File: config.mk
export PLATFORM = sky130hd
export DESIGN_NAME = vbc_flags
export DESIGN_NICKNAME = d
export VERILOG_FILES = /design/src/rtl/vbc_pkg.sv /design/src/rtl/vbc_flags.sv
export SDC_FILE = /design/constraint.sdc
export NUM_CORES = 1
export LEC_CHECK = 0
export BUFFER_PORTS_ARGS = -buffer_cell sky130_fd_sc_hd__buf_2
export CORE_ASPECT_RATIO = 1.5
export CORE_MARGIN = 4
export CORE_UTILIZATION = 50
export CTS_CLUSTER_SIZE = 12
export DETAILED_ROUTE_END_ITERATION = 8
export PLACE_DENSITY_LB_ADDON = 0.05
export SETUP_SLACK_MARGIN = 0.2
export SKIP_CTS_REPAIR_TIMING = 1
export SKIP_LAST_GASP = 1
export SLEW_MARGIN = 0
export SYNTH_ARGS = -nofsm -noshare
export SYNTH_HDL_FRONTEND = slang
export SYNTH_SLANG_ARGS = --single-unit
File: constraint.sdc
create_clock -name i_clk -period 4.1 [get_ports i_clk]
set_input_delay 1.23 -clock i_clk [delete_from_list [all_inputs] [get_ports i_clk]]
set_output_delay 1.23 -clock i_clk [all_outputs]
set_load 0.02 [all_outputs]
File: src/rtl/vbc_pkg.sv
`timescale 1ns / 1ps
// Package for the voxel boundary classifier: beat types, codes, constants and helpers.
package vbc_pkg;

    localparam int DEF_GRID_X = 32;
    localparam int DEF_GRID_Y = 32;
    localparam int DEF_GRID_Z = 32;
    localparam int ZMAX       = 64;

    localparam logic [3:0] STEP_RESET = 4'd2;
    localparam int         NBR_COUNT  = 8;

    typedef enum logic [1:0] {
        FN_WR_TRAV  = 2'd0,
        FN_WR_FORB  = 2'd1,
        FN_WR_OCC   = 2'd2,
        FN_CLASSIFY = 2'd3
    } t_func;

    typedef struct packed {
        t_func      func;
        logic [4:0] cell_x;
        logic [4:0] cell_y;
        logic [4:0] cell_z;
        logic       bit_value;
    } t_in_item;

    typedef struct packed {
        logic is_traversable;
        logic on_boundary;
        logic dropoff_edge;
        logic wall_edge;
        logic forbidden_edge;
    } t_out_item;

    typedef enum logic [2:0] {
        ST_CLEAR,
        ST_IDLE,
        ST_WRITE,
        ST_SCAN,
        ST_DONE
    } t_state;

    typedef struct packed {
        logic start;
        logic acc;
        logic nbr_ok;
    } t_flg_ctl;

    function automatic logic signed [1:0] f_nbr_dx(input logic [2:0] k);
        logic signed [1:0] d;
        unique case (k)
            3'd0, 3'd1, 3'd2: d = -2'sd1;
            3'd3, 3'd4:       d = 2'sd0;
            default:          d = 2'sd1;
        endcase
        return d;
    endfunction

    function automatic logic signed [1:0] f_nbr_dy(input logic [2:0] k);
        logic signed [1:0] d;
        unique case (k)
            3'd0, 3'd5: d = -2'sd1;
            3'd1, 3'd6: d = 2'sd0;
            3'd2, 3'd7: d = 2'sd1;
            3'd3:       d = -2'sd1;
            default:    d = 2'sd1;
        endcase
        return d;
    endfunction

    // bits lo..hi inclusive; caller slices to the grid height
    function automatic logic [ZMAX-1:0] f_span(input logic signed [7:0] lo,
                                               input logic signed [7:0] hi);
        logic [ZMAX-1:0] m;
        for (int i = 0; i < ZMAX; i++) begin
            m[i] = (int'(lo) <= i) && (i <= int'(hi));
        end
        return m;
    endfunction

endpackage

File: src/rtl/vbc_flags.sv
`timescale 1ns / 1ps
// Span masks and edge-flag accumulation over the eight neighbour columns.
module vbc_flags #(
    parameter int GRID_Z = vbc_pkg::DEF_GRID_Z
) (
    input  logic              i_clk,
    input  vbc_pkg::t_flg_ctl i_ctl,
    input  logic [4:0]        i_z,
    input  logic [3:0]        i_step,
    input  logic [GRID_Z-1:0] i_trav_col,
    input  logic [GRID_Z-1:0] i_forb_col,
    input  logic [GRID_Z-1:0] i_occ_col,
    output logic              o_drop,
    output logic              o_forb,
    output logic              o_wall
);
    import vbc_pkg::*;

    logic [GRID_Z-1:0] r_near_m;
    logic [GRID_Z-1:0] r_wall_m;
    logic [GRID_Z-1:0] r_level_m;
    logic              r_drop;
    logic              r_forb;
    logic              r_wall;

    logic signed [7:0] zs;
    logic signed [7:0] ss;
    logic [ZMAX-1:0]   near_full;
    logic [ZMAX-1:0]   wall_full;
    logic [ZMAX-1:0]   level_full;
    logic [GRID_Z-1:0] trav_c;
    logic [GRID_Z-1:0] forb_c;
    logic [GRID_Z-1:0] occ_c;

    always_comb begin
        zs         = signed'({3'b000, i_z});
        ss         = signed'({4'b0000, (i_step == 4'd0) ? 4'd1 : i_step});
        near_full  = f_span(zs - ss, zs + ss);
        wall_full  = f_span(zs + 8'sd1, zs + ss + 8'sd2);
        level_full = f_span(zs, zs);
        // out-of-plane neighbours read as empty columns
        trav_c     = i_ctl.nbr_ok ? i_trav_col : '0;
        forb_c     = i_ctl.nbr_ok ? i_forb_col : '0;
        occ_c      = i_ctl.nbr_ok ? i_occ_col  : '0;
    end

    always_ff @(posedge i_clk) begin
        if (i_ctl.start) begin
            r_near_m  <= near_full[GRID_Z-1:0];
            r_wall_m  <= wall_full[GRID_Z-1:0];
            r_level_m <= level_full[GRID_Z-1:0];
            r_drop    <= 1'b0;
            r_forb    <= 1'b0;
            r_wall    <= 1'b0;
        end else if (i_ctl.acc) begin
            r_drop <= r_drop | ((trav_c & r_near_m) == '0);
            r_forb <= r_forb | ((forb_c & r_level_m) != '0);
            r_wall <= r_wall | ((occ_c & r_wall_m) != '0);
        end
    end

    assign o_drop = r_drop;
    assign o_forb = r_forb;
    assign o_wall = r_wall;

endmodule

# Yosys cells after proc, flatten, opt, wreduce, memory -nomap -nowiden
# Cells that the tools add are included.
[totals]
reg_bits = 99
in_bits = 109
output_inout_bits = 3
[op_classes]
addsub = 4
n_reduce_logical = 98
order_cmp = 190
bitwise_logic = 6
mux = 4
[op_table]
columns = ["cell", "count"]
rows = [
  ["$le A6 B5 Y1 const B", 24],
  ["$le A6 B8 Y1 const A", 16],
  ["$le A5 B7 Y1 const A", 16],
  ["$and A32 B32 Y32", 3],
  ["$le A6 B6 Y1 const B", 16],
  ["$mux W32", 3],
  ["$logic_and A1 B1 Y1", 94],
  ["$le A5 B5 Y1 const A", 16],
  ["$le A5 B5 Y1 const B", 15],
  ["$le A6 B4 Y1 const B", 12],
  ["$le A5 B8 Y1 const A", 8],
  ["$reduce_bool A32 Y1", 2],
  ["$le A4 B7 Y1 const A", 8],
  ["$le A4 B5 Y1 const A", 8],
  ["$le A5 B4 Y1 const B", 8],
  ["$le A6 B3 Y1 const B", 6],
  ["$le A4 B8 Y1 const A", 4],
  ["$logic_not A32 Y1", 1],
  ["$le A3 B7 Y1 const A", 4],
  ["$le A3 B5 Y1 const A", 4],
  ["$le A5 B3 Y1 const B", 4],
  ["$le A6 B1 Y1 const B", 3],
  ["$le A6 B2 Y1 const B", 3],
  ["$le A3 B8 Y1 const A", 2],
  ["other kinds (15)", 22],
]

# Longest topological paths before layout
[depth]
word_depth = 6
ltp_mapped = 12
ltp_nobuf = 12

# Worst setup path before layout
# Ideal clock, no wire load.
[synth_path]
path_kind = "in2reg"
from = "input port i_step[1]"
to = "register r_wall_m[29] (data pin)"
path_stages = 11
required_ps = 3933
setup_ps = 167
arrival_time_ps = 3688
setup_slack_ps = 245
cell_sequence = "inv_1 > a31o_2 > ha_1 > fa_1 > xnor2_4 > ha_1 > clkbuf_1 > xor3_1 > nor2_1 > a21oi_1 > a211oi_1"
[synth_via]
elab_chain_len = 6
[synth_lines]
columns = ["element", "line", "rtl"]
rows = [
  ["from (decl)", "vbc_flags.sv:9", "input logic [3:0] i_step,"],
  ["$logic_not A4 Y1", "vbc_flags.sv:37", "ss = signed'({4'b0000, (i_step == 4'd0) ? 4'd1 : i_step});"],
  ["$mux W4 (*)", "vbc_flags.sv:37", ""],
  ["$add A5 B4 Y6 (*)", "vbc_flags.sv:39", "wall_full = f_span(zs + 8'sd1, zs + ss + 8'sd2);"],
  ["$add A6 B2 Y7 (*)", "vbc_flags.sv:39", ""],
  ["$le A5 B7 Y1 (*)", "vbc_pkg.sv:77", "m[i] = (int'(lo) <= i) && (i <= int'(hi));"],
  ["$logic_and A1 B1 Y1 (*)", "vbc_pkg.sv:77", ""],
  ["net wall_full[29]", "vbc_flags.sv:29", "logic [ZMAX-1:0] wall_full;"],
  ["to (signal assigned)", "vbc_flags.sv:50", "r_wall_m <= wall_full[GRID_Z-1:0];"],
  ["to (decl)", "vbc_flags.sv:20", "logic [GRID_Z-1:0] r_wall_m;"],
]
# The timed path passes the listed nets; every way through them passes the cells marked *.
# A chain may end at the register's enable or synchronous reset.

# Worst setup path after layout
[layout_path]
from = "input port i_step[3]"
to = "register r_wall_m[1] (data pin)"
[layout_via]
elab_chain_len = 6
[layout_lines]
columns = ["element", "line"]
rows = [
  ["$logic_not A4 Y1", "vbc_flags.sv:37"],
  ["$mux W4 (*)", "vbc_flags.sv:37"],
  ["$add A5 B4 Y6 (*)", "vbc_flags.sv:39"],
  ["$add A6 B2 Y7 (*)", "vbc_flags.sv:39"],
  ["$le A1 B7 Y1 (*)", "vbc_pkg.sv:77"],
  ["$logic_and A1 B1 Y1 (*)", "vbc_pkg.sv:77"],
  ["net wall_full[1]", "vbc_flags.sv:29"],
]
# Marks and branches as above.

==> metrics.txt <==
area grow syn2layout 23.7%; worst vdd ir 0.267 mV; EDFF count, synth 96; flip-flop and latch area 2940 um^2; wire length per cell 21.0 um; compound-gate portion of the synthesized area 20.4%; Hold WC Path Type flop to flop; Int Power 2.09 mW; Setup CP Type input pin to flop; total number of vias 5239; Die Y-Extent 140 um; initial core utilization 51.7%; initial DRC count 388; Critical Path RT 4.16 ns; Vias/cell 6.08; I/O pin count 112; drt drc 0; CTS tree yes; RR Startpoint r_level_m[3]; Seq pwr share 42.6%; Cells after Synth 562; CP Launch Type input pin; row count 47; r2r setup slk 2.12 ns; WP data arrival 3.87 ns; worst slew pin tran 0.677 ns; max cap viols 0; Switching Share 32.5%; Mapped Area 5770 um^2; Seq cells post-synth 99; Slew headroom 54.7%; design area 7140 um^2; Leak 2.84 nW; Clock power frac 26.9%; Die Area 13400 um^2; Hold Vio Cnt, Final 0; Ys Warns 0; CORE AREA 11200 um^2; H-tree depth 3; Clock Sink Count 99; GR Overflow Total 0; number of diodes 0; CP startpoint i_step[3]; clock root buffer clkbuf_16; initial antenna violation count 0; GR Util All Layers 27.5%; Bufs on Longest Clock Path 2; final period utilization 93.1%; Final ANT Viol Nets 0; clock skew 0.00626 ns; Main synth FF type edfxtp_1; multiplexer share of the synthesized area 0%; Synth top area share 49.9%; Adder-Cell Fraction of Synth Area 5.46%; Final Max Slew Viols 0; minimum clock period 3.82 ns; Syn Nets 695; RePlAce Congestion 0.964; fraction of layout cells with a size suffix above 1 28.5%; simple-gate share of the synthesized area 17.2%; commonest non-fill, non-tap cell in the layout buf_2; Synth Area per Inst 10.3 um^2; Worst Reg-to-Reg Cells 6; endpoints failing setup 0; main combinational cell family by area after synthesis compound AO/OA/AOI/OAI gates; Pre-antenna DRT Iters 6; Worst setup EP type flop; Min-Delay Startpoint o_forb; ranking of synthesized cells by area edfxtp_1, a22oi_1, ha_1, a21oi_1, nor2_1; Gate power share 30.4%; placed instance area 6820 um^2; I/O Buffers 111; post-DP HPWL 14200 um; register area share after synthesis 51.0%; RSZ-0062 raised after global routing yes; number of fill cells in the layout 946; Horiz. Die Dim 95.7 um; Worst-path clk slew 0.07 ns; worst-path fanout max 9; cell taking the most area after synthesis edfxtp_1; commonest cells after routing, fill and taps aside buf_2, edfxtp_1, buf_4, nor2_1, a21oi_1; asr flop ratio synth 0%; crit path capture r_wall_m[1]; Pwr Density 433 nW/um^2; worst skew pair latency 0.34 ns; xor/xnor share of the synthesized area 2.38%; Worst R2R End o_forb; number of global-route vias before repair 5188; largest net degree at the start of global routing 50; maximum achievable frequency 0.262 GHz; Synth cell types 52; first-pass GRT wire length 27500 um; fin nets 843; final wirelength 18100 um; NetSw 1.00 mW; status finished, final reports clean; multi-input logic area 2640 um^2; number of buffers created by CTS 9; Min Hold Slack 0.474 ns
[worst min-delay path by stage]
stage	endpoint	slack, ns	cells past startpoint
floorplan	o_drop	0.57	2
global placement	o_wall	0.45	2
detailed placement	o_forb	0.46	2
CTS	o_forb	0.48	2
global route	o_drop	0.51	2
finish	o_forb	0.47	2
[layer usage]
metal | track usage, % | wire length [um] | share of wire, %
met3 | 3.62 | 846 | 4.7
met4 | 16.6 | 1150 | 6.4
met2 | 48.4 | 9650 | 53
met5 | 0 | 0 | 0
met1 | 30.6 | 6440 | 36
[critical path: stages]
cell	delay (ns)
buf_2	0.10
inv_1	0.07
a31o_2	0.26
ha_1	0.21
fa_1	0.39
buf_4	0.17
xnor2_4	0.15
inv_1	0.08
nor2_1	0.14
o21ai_1	0.16
xnor2_2	0.17
buf_4	0.18
buf_4	0.14
nor3_4	0.19
buf_12	0.15
a31oi_1	0.10
[kinds of logic (layout without fill, tap and decap cells)]
kind of cell | after synthesis | count (layout)
AOI/OAI and AO/OA | 176 | 176
adders and majority gates | 24 | 24
buffers and inverters | 49 | 202
xor gates and xnor gates | 11 | 11
DFF | 99 | 99
and+or+nand+nor | 203 | 203
[state kept, by name, indices dropped and copies added, names as in the netlist]
register	cells
r_level_m	32
r_near_m	32
r_wall_m	32
o_drop	1
o_forb	1
o_wall	1
[cell usage after synthesis, drive strengths merged (5+ instances only)]
| library cell | instances |
|---|---|
| a22o | 8 |
| a21oi | 48 |
| o21ai | 19 |
| a211oi | 11 |
| a31oi | 13 |
| nand2b | 10 |
| nor4 | 7 |
| a221oi | 18 |
| a22oi | 38 |
| nand2 | 44 |
| clkbuf | 25 |
| inv | 13 |
| nand4 | 13 |
| nand3 | 16 |
| buf | 11 |
| xnor2 | 8 |
| edfxtp | 96 |
| o31ai | 5 |
| nor3 | 35 |
| nor2b | 7 |
| ha | 22 |
| nor2 | 54 |
[cell type report]
class	instances	area share [%]
clock buffers	9	3.15
clock inverters	7	0.946
multi-input cells	414	37.0
repair buffers	173	14.5
flip-flops and latches	99	41.2
inverters	13	0.683
well taps	147	2.57
[metrics by stage]
step,power [mW],std cells,TNS [ns],worst slack [ns],util [%]
floorplan,1.85,562,0,0.245,-
global placement,2.24,843,-0.287,-0.118,61.0
detailed placement,2.25,843,-0.292,-0.162,61.0
CTS,3.08,859,0,0.180,63.6
global route,3.25,862,0,0.168,63.9
finish,3.09,862,0,0.283,63.9
[power groups by stage]
| stage | registers, mW | clock network (mW) | logic [mW] |
|---|---|---|---|
| 6_report | 1.32 | 0.833 | 0.942 |
| 3_3_place_gp | 1.34 | 0 | 0.906 |
| 4_1_cts | 1.32 | 0.850 | 0.912 |
| 5_1_grt | 1.33 | 0.898 | 1.02 |
| 2_1_floorplan | 1.32 | 0 | 0.527 |
| 3_5_place_dp | 1.34 | 0 | 0.907 |
Power figures use the tool's default switching activity.
